===== src/hdl/tazm_pkg.sv =====
// Package for the tile and z-scan address mapper.
// Holds the beat structs, function codes and configuration register indexes.
// Depends on nothing.
`timescale 1ns / 1ps
`default_nettype none
package tazm_pkg;

  localparam logic [1:0] FUNC_LOAD_COL = 2'd0;
  localparam logic [1:0] FUNC_LOAD_ROW = 2'd1;
  localparam logic [1:0] FUNC_MAP_CTB  = 2'd2;
  localparam logic [1:0] FUNC_MAP_TB   = 2'd3;

  localparam logic [2:0] CFG_PIC_WIDTH  = 3'd0;
  localparam logic [2:0] CFG_PIC_HEIGHT = 3'd1;
  localparam logic [2:0] CFG_TILE_COLS  = 3'd2;
  localparam logic [2:0] CFG_TILE_ROWS  = 3'd3;
  localparam logic [2:0] CFG_UNIFORM    = 3'd4;
  localparam logic [2:0] CFG_LOG2_CTB   = 3'd5;
  localparam logic [2:0] CFG_LOG2_MINTB = 3'd6;

  typedef struct packed {
    logic [1:0]  func;
    logic [4:0]  entry_index;
    logic [10:0] entry_size;
    logic [19:0] ctb_raster_addr;
    logic [13:0] tb_x;
    logic [13:0] tb_y;
  } in_beat_t;

  typedef struct packed {
    logic [19:0] tile_scan_addr;
    logic [8:0]  tile_index;
    logic [27:0] zscan_addr;
    logic        out_of_range;
  } out_beat_t;

endpackage
`default_nettype wire


===== src/hdl/tile_and_zscan_address_map.sv =====
// Tile and z-scan address mapper: top level with configuration registers and sequencer.
// Depends on tazm_pkg and tazm_ram.
// Load beats write the addressed table entry. A ctb map beat runs three divisions on the
// shared bit-serial divider (two for a tb map), a walk over the clamped tile columns and
// rows with one read port per table, then the multiply steps and the output state.
// One map at a time. Out-of-picture requests answer from idle. Synchronous active-low reset
// clears control state and sets the registers to their defaults; the tables stay undefined.
`timescale 1ns / 1ps
`default_nettype none
module tile_and_zscan_address_map
  import tazm_pkg::*;
#(
  parameter int MAX_TILE_COLS = 20,
  parameter int MAX_TILE_ROWS = 22,
  parameter int MAX_PIC_CTBS  = 1024
) (
  input  wire logic        clk,
  input  wire logic        rst_n,
  input  wire logic        in_valid,
  output logic             in_ready,
  input  wire in_beat_t    in_data,
  output logic             out_valid,
  input  wire logic        out_ready,
  output out_beat_t        out_data,
  input  wire logic        cfg_we,
  input  wire logic [2:0]  cfg_index,
  input  wire logic [10:0] cfg_wdata
);

  localparam int TMAX = (MAX_TILE_COLS > MAX_TILE_ROWS) ? MAX_TILE_COLS : MAX_TILE_ROWS;
  localparam int CW0  = $clog2(TMAX + 1);
  localparam int CW   = (CW0 > 5) ? CW0 : 5;
  localparam int CAW  = (MAX_TILE_COLS > 1) ? $clog2(MAX_TILE_COLS) : 1;
  localparam int RAW  = (MAX_TILE_ROWS > 1) ? $clog2(MAX_TILE_ROWS) : 1;
  localparam int PCW  = $clog2(MAX_PIC_CTBS + 1);
  localparam int PEW  = (PCW > 11) ? PCW : 11;
  localparam int DIV_STEPS = 20;

  typedef enum logic [3:0] {
    S_IDLE, S_DIV, S_WADDR, S_WSTEP, S_M0, S_M1, S_M2, S_M3, S_FIN
  } state_t;

  typedef enum logic [1:0] {
    PH_ADDR, PH_COLS, PH_ROWS
  } phase_t;

  state_t state_r, state_nxt;
  phase_t phase_r, phase_nxt;

  logic [10:0] pw_r, ph_r;
  logic [4:0]  tc_r, tr_r;
  logic        uni_r;
  logic [2:0]  lctb_r, lmin_r;

  logic          is_tb_r, is_tb_nxt;
  logic [10:0]   cx_r, cx_nxt, cy_r, cy_nxt;
  logic [7:0]    zlow_r, zlow_nxt;
  logic [4:0]    dcnt_r, dcnt_nxt;
  logic [19:0]   dq_r, dq_nxt;
  logic [10:0]   drem_r, drem_nxt, dd_r, dd_nxt;
  logic [10:0]   qc_r, qc_nxt, qr_r, qr_nxt;
  logic [CW-1:0] rc_r, rc_nxt, rr_r, rr_nxt;
  logic          wrow_r, wrow_nxt;
  logic [CW-1:0] wi_r, wi_nxt, wr_r, wr_nxt;
  logic [10:0]   wbd_r, wbd_nxt, wq_r, wq_nxt;
  logic [10:0]   clo_r, clo_nxt, chi_r, chi_nxt, rlo_r, rlo_nxt, rhi_r, rhi_nxt;
  logic [CW-1:0] tx_r, tx_nxt, ty_r, ty_nxt;
  logic [21:0]   acc_r, acc_nxt;
  logic          out_valid_r, out_valid_nxt;
  out_beat_t     out_data_r, out_data_nxt;

  logic [10:0]   wc, hc;
  logic [CW-1:0] colsc, rowsc, tc_ext, tr_ext;
  logic [2:0]    lctbc, lminc, diff;
  logic [21:0]   wh;
  logic [14:0]   x_lim, y_lim;
  logic [7:0]    zlow_c;
  logic          out_free, accept;

  logic [11:0]   dshift;
  logic          dge;
  logic [10:0]   drem_s;
  logic [19:0]   dq_s;

  logic [10:0]   col_rdata, row_rdata;
  logic          col_we, row_we;

  logic [CW-1:0] w_n, w_rs, w_last_i;
  logic [10:0]   w_pic, w_qs, w_pos, w_tab, w_qn, w_next;
  logic [CW:0]   w_rsum;
  logic [11:0]   w_sum;
  logic          w_last;

  logic [10:0]   mul_a, mul_b;
  logic [21:0]   mul_p;
  logic [2*CW-1:0] tidx;
  logic [27:0]   zs;

  assign tc_ext = CW'(tc_r);
  assign tr_ext = CW'(tr_r);
  assign colsc = (tc_ext == '0) ? CW'(1) :
                 (tc_ext > CW'(MAX_TILE_COLS)) ? CW'(MAX_TILE_COLS) : tc_ext;
  assign rowsc = (tr_ext == '0) ? CW'(1) :
                 (tr_ext > CW'(MAX_TILE_ROWS)) ? CW'(MAX_TILE_ROWS) : tr_ext;
  assign wc = (pw_r == '0) ? 11'd1 :
              (PEW'(pw_r) > PEW'(MAX_PIC_CTBS)) ? 11'(MAX_PIC_CTBS) : pw_r;
  assign hc = (ph_r == '0) ? 11'd1 :
              (PEW'(ph_r) > PEW'(MAX_PIC_CTBS)) ? 11'(MAX_PIC_CTBS) : ph_r;
  assign lctbc = (lctb_r < 3'd4) ? 3'd4 : (lctb_r > 3'd6) ? 3'd6 : lctb_r;
  assign lminc = (lmin_r < 3'd2) ? 3'd2 : (lmin_r > lctbc) ? lctbc : lmin_r;
  assign diff  = lctbc - lminc;
  assign wh    = 22'(wc) * 22'(hc);
  assign x_lim = 15'(wc) << diff;
  assign y_lim = 15'(hc) << diff;

  always_comb begin
    zlow_c = '0;
    for (int i = 0; i < 4; i++) begin
      if (3'(i) < diff) begin
        zlow_c[2*i]   = in_data.tb_x[i];
        zlow_c[2*i+1] = in_data.tb_y[i];
      end
    end
  end

  assign out_free = !out_valid_r || out_ready;
  assign in_ready = (state_r == S_IDLE) && out_free;
  assign accept   = in_valid && in_ready;
  assign out_valid = out_valid_r;
  assign out_data  = out_data_r;

  assign col_we = accept && (in_data.func == FUNC_LOAD_COL) &&
                  (CW'(in_data.entry_index) < CW'(MAX_TILE_COLS));
  assign row_we = accept && (in_data.func == FUNC_LOAD_ROW) &&
                  (CW'(in_data.entry_index) < CW'(MAX_TILE_ROWS));

  tazm_ram #(.WIDTH(11), .DEPTH(MAX_TILE_COLS)) u_col_ram (
    .clk   (clk),
    .we    (col_we),
    .waddr (CAW'(in_data.entry_index)),
    .wdata (in_data.entry_size),
    .raddr (CAW'(wi_r)),
    .rdata (col_rdata)
  );

  tazm_ram #(.WIDTH(11), .DEPTH(MAX_TILE_ROWS)) u_row_ram (
    .clk   (clk),
    .we    (row_we),
    .waddr (RAW'(in_data.entry_index)),
    .wdata (in_data.entry_size),
    .raddr (RAW'(wi_r)),
    .rdata (row_rdata)
  );

  assign dshift = {drem_r, dq_r[19]};
  assign dge    = dshift >= {1'b0, dd_r};
  assign drem_s = dge ? 11'(dshift - {1'b0, dd_r}) : dshift[10:0];
  assign dq_s   = {dq_r[18:0], dge};

  assign w_n    = wrow_r ? rowsc : colsc;
  assign w_pic  = wrow_r ? hc : wc;
  assign w_qs   = wrow_r ? qr_r : qc_r;
  assign w_rs   = wrow_r ? rr_r : rc_r;
  assign w_pos  = wrow_r ? cy_r : cx_r;
  assign w_tab  = wrow_r ? row_rdata : col_rdata;
  assign w_last_i = wi_r + CW'(1);
  assign w_last = (w_last_i == w_n);

  always_comb begin
    w_qn   = wq_r + w_qs;
    w_rsum = (CW+1)'(wr_r) + (CW+1)'(w_rs);
    if (w_rsum >= (CW+1)'(w_n)) begin
      w_rsum = w_rsum - (CW+1)'(w_n);
      w_qn   = w_qn + 11'd1;
    end
    w_sum = 12'(wbd_r) + 12'(w_tab);
    if (uni_r) begin
      w_next = w_qn;
    end else if (w_last) begin
      w_next = w_pic;
    end else if (w_sum > 12'(w_pic)) begin
      w_next = w_pic;
    end else begin
      w_next = w_sum[10:0];
    end
  end

  always_comb begin
    case (state_r)
      S_M0: begin
        mul_a = wc;
        mul_b = rlo_r;
      end
      S_M1: begin
        mul_a = rhi_r - rlo_r;
        mul_b = clo_r;
      end
      default: begin
        mul_a = cy_r - rlo_r;
        mul_b = chi_r - clo_r;
      end
    endcase
  end
  assign mul_p = 22'(mul_a) * 22'(mul_b);
  assign tidx  = (2*CW)'(ty_r) * (2*CW)'(colsc) + (2*CW)'(tx_r);
  assign zs    = 28'(zlow_r) + (28'(acc_r) << {diff, 1'b0});

  always_comb begin
    state_nxt = state_r;
    phase_nxt = phase_r;
    is_tb_nxt = is_tb_r;
    cx_nxt = cx_r;
    cy_nxt = cy_r;
    zlow_nxt = zlow_r;
    dcnt_nxt = dcnt_r;
    dq_nxt = dq_r;
    drem_nxt = drem_r;
    dd_nxt = dd_r;
    qc_nxt = qc_r;
    rc_nxt = rc_r;
    qr_nxt = qr_r;
    rr_nxt = rr_r;
    wrow_nxt = wrow_r;
    wi_nxt = wi_r;
    wr_nxt = wr_r;
    wbd_nxt = wbd_r;
    wq_nxt = wq_r;
    clo_nxt = clo_r;
    chi_nxt = chi_r;
    rlo_nxt = rlo_r;
    rhi_nxt = rhi_r;
    tx_nxt = tx_r;
    ty_nxt = ty_r;
    acc_nxt = acc_r;
    out_valid_nxt = out_valid_r && !out_ready;
    out_data_nxt = out_data_r;

    case (state_r)
      S_IDLE: begin
        if (accept && in_data.func == FUNC_MAP_CTB) begin
          is_tb_nxt = 1'b0;
          zlow_nxt = '0;
          if (22'(in_data.ctb_raster_addr) >= wh) begin
            out_valid_nxt = 1'b1;
            out_data_nxt = '0;
            out_data_nxt.out_of_range = 1'b1;
          end else begin
            phase_nxt = PH_ADDR;
            dq_nxt = in_data.ctb_raster_addr;
            drem_nxt = '0;
            dd_nxt = wc;
            dcnt_nxt = '0;
            state_nxt = S_DIV;
          end
        end else if (accept && in_data.func == FUNC_MAP_TB) begin
          is_tb_nxt = 1'b1;
          zlow_nxt = zlow_c;
          cx_nxt = 11'(in_data.tb_x >> diff);
          cy_nxt = 11'(in_data.tb_y >> diff);
          if (15'(in_data.tb_x) >= x_lim || 15'(in_data.tb_y) >= y_lim) begin
            out_valid_nxt = 1'b1;
            out_data_nxt = '0;
            out_data_nxt.out_of_range = 1'b1;
          end else begin
            phase_nxt = PH_COLS;
            dq_nxt = 20'(wc);
            drem_nxt = '0;
            dd_nxt = 11'(colsc);
            dcnt_nxt = '0;
            state_nxt = S_DIV;
          end
        end
      end
      S_DIV: begin
        dq_nxt = dq_s;
        drem_nxt = drem_s;
        dcnt_nxt = dcnt_r + 5'd1;
        if (dcnt_r == 5'(DIV_STEPS - 1)) begin
          dcnt_nxt = '0;
          drem_nxt = '0;
          case (phase_r)
            PH_ADDR: begin
              cx_nxt = drem_s;
              cy_nxt = dq_s[10:0];
              phase_nxt = PH_COLS;
              dq_nxt = 20'(wc);
              dd_nxt = 11'(colsc);
            end
            PH_COLS: begin
              qc_nxt = dq_s[10:0];
              rc_nxt = drem_s[CW-1:0];
              phase_nxt = PH_ROWS;
              dq_nxt = 20'(hc);
              dd_nxt = 11'(rowsc);
            end
            default: begin
              qr_nxt = dq_s[10:0];
              rr_nxt = drem_s[CW-1:0];
              wrow_nxt = 1'b0;
              wi_nxt = '0;
              wr_nxt = '0;
              wbd_nxt = '0;
              wq_nxt = '0;
              state_nxt = S_WADDR;
            end
          endcase
        end
      end
      S_WADDR: begin
        state_nxt = S_WSTEP;
      end
      S_WSTEP: begin
        if (w_pos >= wbd_r) begin
          if (wrow_r) begin
            rlo_nxt = wbd_r;
            rhi_nxt = w_next;
            ty_nxt = wi_r;
          end else begin
            clo_nxt = wbd_r;
            chi_nxt = w_next;
            tx_nxt = wi_r;
          end
        end
        wbd_nxt = w_next;
        wq_nxt = w_qn;
        wr_nxt = w_rsum[CW-1:0];
        wi_nxt = w_last_i;
        state_nxt = S_WADDR;
        if (w_last) begin
          wi_nxt = '0;
          wbd_nxt = '0;
          wq_nxt = '0;
          wr_nxt = '0;
          if (wrow_r) begin
            state_nxt = S_M0;
          end else begin
            wrow_nxt = 1'b1;
          end
        end
      end
      S_M0: begin
        acc_nxt = mul_p;
        state_nxt = S_M1;
      end
      S_M1: begin
        acc_nxt = acc_r + mul_p;
        state_nxt = S_M2;
      end
      S_M2: begin
        acc_nxt = acc_r + mul_p;
        state_nxt = S_M3;
      end
      S_M3: begin
        acc_nxt = acc_r + 22'(cx_r - clo_r);
        state_nxt = S_FIN;
      end
      S_FIN: begin
        if (out_free) begin
          out_valid_nxt = 1'b1;
          out_data_nxt = '0;
          if (is_tb_r) begin
            out_data_nxt.zscan_addr = zs;
          end else begin
            out_data_nxt.tile_scan_addr = acc_r[19:0];
            out_data_nxt.tile_index = 9'(tidx);
          end
          state_nxt = S_IDLE;
        end
      end
      default: begin
        state_nxt = S_IDLE;
      end
    endcase
  end

  always_ff @(posedge clk) begin
    if (!rst_n) begin
      state_r <= S_IDLE;
      phase_r <= PH_ADDR;
      out_valid_r <= 1'b0;
      pw_r <= 11'd1;
      ph_r <= 11'd1;
      tc_r <= 5'd1;
      tr_r <= 5'd1;
      uni_r <= 1'b1;
      lctb_r <= 3'd4;
      lmin_r <= 3'd2;
      dcnt_r <= '0;
      wrow_r <= 1'b0;
      wi_r <= '0;
    end else begin
      state_r <= state_nxt;
      phase_r <= phase_nxt;
      out_valid_r <= out_valid_nxt;
      dcnt_r <= dcnt_nxt;
      wrow_r <= wrow_nxt;
      wi_r <= wi_nxt;
      if (cfg_we) begin
        case (cfg_index)
          CFG_PIC_WIDTH:  pw_r <= cfg_wdata;
          CFG_PIC_HEIGHT: ph_r <= cfg_wdata;
          CFG_TILE_COLS:  tc_r <= cfg_wdata[4:0];
          CFG_TILE_ROWS:  tr_r <= cfg_wdata[4:0];
          CFG_UNIFORM:    uni_r <= cfg_wdata[0];
          CFG_LOG2_CTB:   lctb_r <= cfg_wdata[2:0];
          CFG_LOG2_MINTB: lmin_r <= cfg_wdata[2:0];
          default: begin
          end
        endcase
      end
    end
    is_tb_r <= is_tb_nxt;
    cx_r <= cx_nxt;
    cy_r <= cy_nxt;
    zlow_r <= zlow_nxt;
    dq_r <= dq_nxt;
    drem_r <= drem_nxt;
    dd_r <= dd_nxt;
    qc_r <= qc_nxt;
    rc_r <= rc_nxt;
    qr_r <= qr_nxt;
    rr_r <= rr_nxt;
    wr_r <= wr_nxt;
    wbd_r <= wbd_nxt;
    wq_r <= wq_nxt;
    clo_r <= clo_nxt;
    chi_r <= chi_nxt;
    rlo_r <= rlo_nxt;
    rhi_r <= rhi_nxt;
    tx_r <= tx_nxt;
    ty_r <= ty_nxt;
    acc_r <= acc_nxt;
    out_data_r <= out_data_nxt;
  end

endmodule
`default_nettype wire


===== src/hdl/tazm_ram.sv =====
// Generic single-write, single-read synchronous RAM with registered read data.
// Used for the tile column width and row height tables. No dependencies.
`timescale 1ns / 1ps
`default_nettype none
module tazm_ram #(
  parameter int WIDTH = 11,
  parameter int DEPTH = 20
) (
  input  wire logic                                  clk,
  input  wire logic                                  we,
  input  wire logic [((DEPTH > 1) ? $clog2(DEPTH) : 1)-1:0] waddr,
  input  wire logic [WIDTH-1:0]                      wdata,
  input  wire logic [((DEPTH > 1) ? $clog2(DEPTH) : 1)-1:0] raddr,
  output logic      [WIDTH-1:0]                      rdata
);

  logic [WIDTH-1:0] mem [DEPTH];

  always_ff @(posedge clk) begin
    if (we) begin
      mem[waddr] <= wdata;
    end
    rdata <= mem[raddr];
  end

endmodule
`default_nettype wire

===== config.mk =====
export PLATFORM = sky130hd
export DESIGN_NAME = tile_and_zscan_address_map
export DESIGN_NICKNAME = d
export VERILOG_FILES = /design/src/hdl/tazm_pkg.sv /design/src/hdl/tile_and_zscan_address_map.sv /design/src/hdl/tazm_ram.sv
export SDC_FILE = /design/constraint.sdc
export NUM_CORES = 2
export LEC_CHECK = 0
export BUFFER_PORTS_ARGS = -buffer_cell sky130_fd_sc_hd__buf_4
export CAP_MARGIN = 20
export CORE_ASPECT_RATIO = 0.9
export CORE_UTILIZATION = 45
export CTS_CLUSTER_DIAMETER = 120
export DETAILED_ROUTE_END_ITERATION = 16
export PLACE_DENSITY = 0.66
export SYNTH_ARGS = -nofsm -noshare
export SYNTH_HDL_FRONTEND = slang
export SYNTH_SLANG_ARGS = --single-unit

===== constraint.sdc =====
create_clock -name clk -period 18.95 [get_ports clk]
set_clock_uncertainty 0.1 [all_clocks]
set_input_delay 3.79 -clock clk [delete_from_list [all_inputs] [get_ports clk]]
set_output_delay 3.79 -clock clk [all_outputs]
set_load 0.02 [all_outputs]

==> impl_metrics.toml <==
[global_routing]
grt_max_degree = 78
antenna_found_initial = 2
grt_usage_pct = 22.9
grt_overflow_total = 0
grt_pass1_vias = 32900
grt_pass1_wl_um = 199000

[worst_setup_path]
crit_path_end_kind = "flip-flop"
arrival_ps = 11180
endpoint = "acc_r[21]"
critPathMaxStageDelay_ps = 780
worstReg2RegStart = "state_r[2]"
critical_path_class = "flip-flop to flip-flop"
r2r_slack_ps = 8100
critPathLaunch = "state_r[2]"
required_ps = 19280
cpMostUsedCell = "fa_1"
crit_path_max_fanout = 16
cp_slowest_cell = "nor3_1"
cp-start-kind = "flip-flop"
r2r-end = "acc_r[21]"
rr_worst_depth = 37

[die]
row_count = 115
pin_count = 145
core_area_sq_um = 110000
start_util_pct = 45.6
die_area_sq_um = 112000
die-height_um = 318
die_w_um = 353

[clocking]
tritoncts = "built"
cts.path.max_buffers = 3
numCtsBuffers = 83
clock_latency_ps = 700
cts_hold_buf = 0
post-cts-setup-buffers = 0
clock-sinks = 807
post_cts_resized = 0
clk_pin_slew_worst_paths_ps = 60
htree_levels = 3
clockRootBuffer = "clkbuf_16"

[timing]
rsz0062_at_grt = "false"
slew_headroom_pct = 25.4
min_period_ps = 10850
worstMarginPinSlew_ps = 1110
drv_slew = 0
clock.fmax_mhz = 92.1
finalHoldViolCount = 0
setup_viol = 0
finalCritPeriodShare_pct = 57.3
setup_ws_ps = 8100
tns_ps = 0

[yosys]
synth_edf_count = 728
ys_types = 105
synth_top_area_share_pct = 43.7
synth.cell_area_sq_um = 50000
synth_area_leaders = "edfxtp_1 44%, ha_1 8.0%, fa_1 7.4%"
synth_top_area_cell = "edfxtp_1"
synthMuxAreaShare_pct = 10.2
synth_nets = 4844
synth_fa_ha_area_share_pct = 15.3
syn_area_per_cell_sq_um = 11.7
synth_top_family_by_area = "adder cells"
synth_compound_area_share_pct = 9.82
async_flop_share_pct = 0
synth_simple_gate_area_share_pct = 11.4
netlist_instances = 4257
ys_seq_area_share_pct = 46.9
synth-xor-area-share_pct = 2.22
synth_flop_cell = "edfxtp_1"
synth_seq_cells = 807
ys_warn_count = 0

[route]
dr.first_iter.drc_count = 3278
vias = 33700
routed_via_density = 5.71
wl_um = 129000
drc_errors = 0
drtAntennaViolNets = 0
drt_pass1_iterations = 8
wl_per_cell_um = 21.8

[placed_design]
port_buffers = 144
dp_slack_ps = 7990
hpwl_um = 95200
gp_congestion = 0.960

[min_path]
min_from = "pw_r[1]"
hold_class = "flip-flop to flip-flop"

[final_layout]
final_common_cell = "edfxtp_1"
area_delta_synth_final_pct = 11.2
final_cell_mix = "728 x edfxtp_1, 404 x nor2_1, 362 x nand2_1"
layout-drive-gt1-share_pct = 14.8
nets = 4962
final_util_pct = 50.7

[flow_run]
cap_viol_max_count = 0

[run_status]
status = "finished clean"
## synthesized netlist by cell type (10+ instances only)
cell type and n:
a211o_1 10, a211oi_1 41, a21boi_0 11, a21o_1 53
a21oi_1 240, a221o_1 11, a22o_1 17, a31oi_1 23
and2_1 55, and3_1 33, buf_1 22, buf_2 37
clkbuf_1 125, dfxtp_1 79, edfxtp_1 728, fa_1 184
ha_1 318, inv_1 331, mux2_2 78, mux2i_1 89
mux4_2 143, nand2_1 362, nand2b_1 57, nand3_1 54
nand4_1 16, nor2_1 408, nor2b_1 58, nor3_1 61
nor3b_1 12, nor4_1 10, o211ai_1 30, o21a_1 22
o21ai_0 176, o21ai_1 13, o21bai_1 13, or2_2 24
or3_1 21, xnor2_1 83, xor2_1 44
## flip-flops by register name, indices dropped and copies added, names as in the netlist, 20 cells and up
signal         flops
dq_r              20
u_row_ram.mem    242
u_col_ram.mem    220
acc_r             22
out_data          58
## routing by layer
layer | vias to the layer above | track usage, % | wire length [um]
li1 | 15600 | - | -
met1 | 16700 | 33.4 | 58400
met2 | 1243 | 35.7 | 58500
met3 | 183 | 3.34 | 8670
met4 | 0 | 6.23 | 3410
met5 | - | 0 | 0
## metrics by stage
stage | hold slack [ps] | instances | instance area, sq um
3_3_place_gp | 358 | 5732 | 52600
6_report | 380 | 5906 | 55600
3_5_place_dp | 367 | 5737 | 52700
4_1_cts | 377 | 5889 | 55500
5_1_grt | 403 | 5906 | 55600
2_1_floorplan | 324 | 4257 | 50000
## kinds of logic (layout without fill, tap and decap cells)
group	Yosys count	after routing
other	1	3
XOR/XNOR	127	127
AND/OR/NAND/NOR	1214	1214
adder cells (fa/ha/maj)	502	502
multiplexers	317	317
flip-flops	807	807
AO/OA/AOI/OAI	761	761
buffers and inverters	528	713
## critical path: cells and delay by family, from the launching register on
family	cells	cell delay [ps]
simple gates	9	3190
flops	1	520
buf+inv	3	180
mux	1	430
xor+xnor	2	390
compound gates	14	2730
fa+ha+maj	8	3070
## worst min-delay path by stage
stage                      to  slack (ps)  depth (start not counted)
global route          pw_r[1]         400                          2
CTS                   pw_r[1]         380                          2
global placement    dcnt_r[1]         360                          2
finish                pw_r[1]         380                          2
detailed placement      uni_r         370                          2
floorplan             tx_r[3]         320                          0
## area by class of cell
type                            instances  area [sq um]
Fill cell                            9516         54200
Antenna cell                            2          5.00
Sequential cell                       807         23500
Inverter                              332          1250
Clock buffer                           97          2140
Timing Repair Buffer                  229          1740
Tap cell                             1462          1830
Clock inverter                         55           679
Multi-Input combinational cell       2922         24500
Power is left out: the tool's default activity adds up to more than one toggle a clock period on the data nets, which glitch-free logic cannot reach.
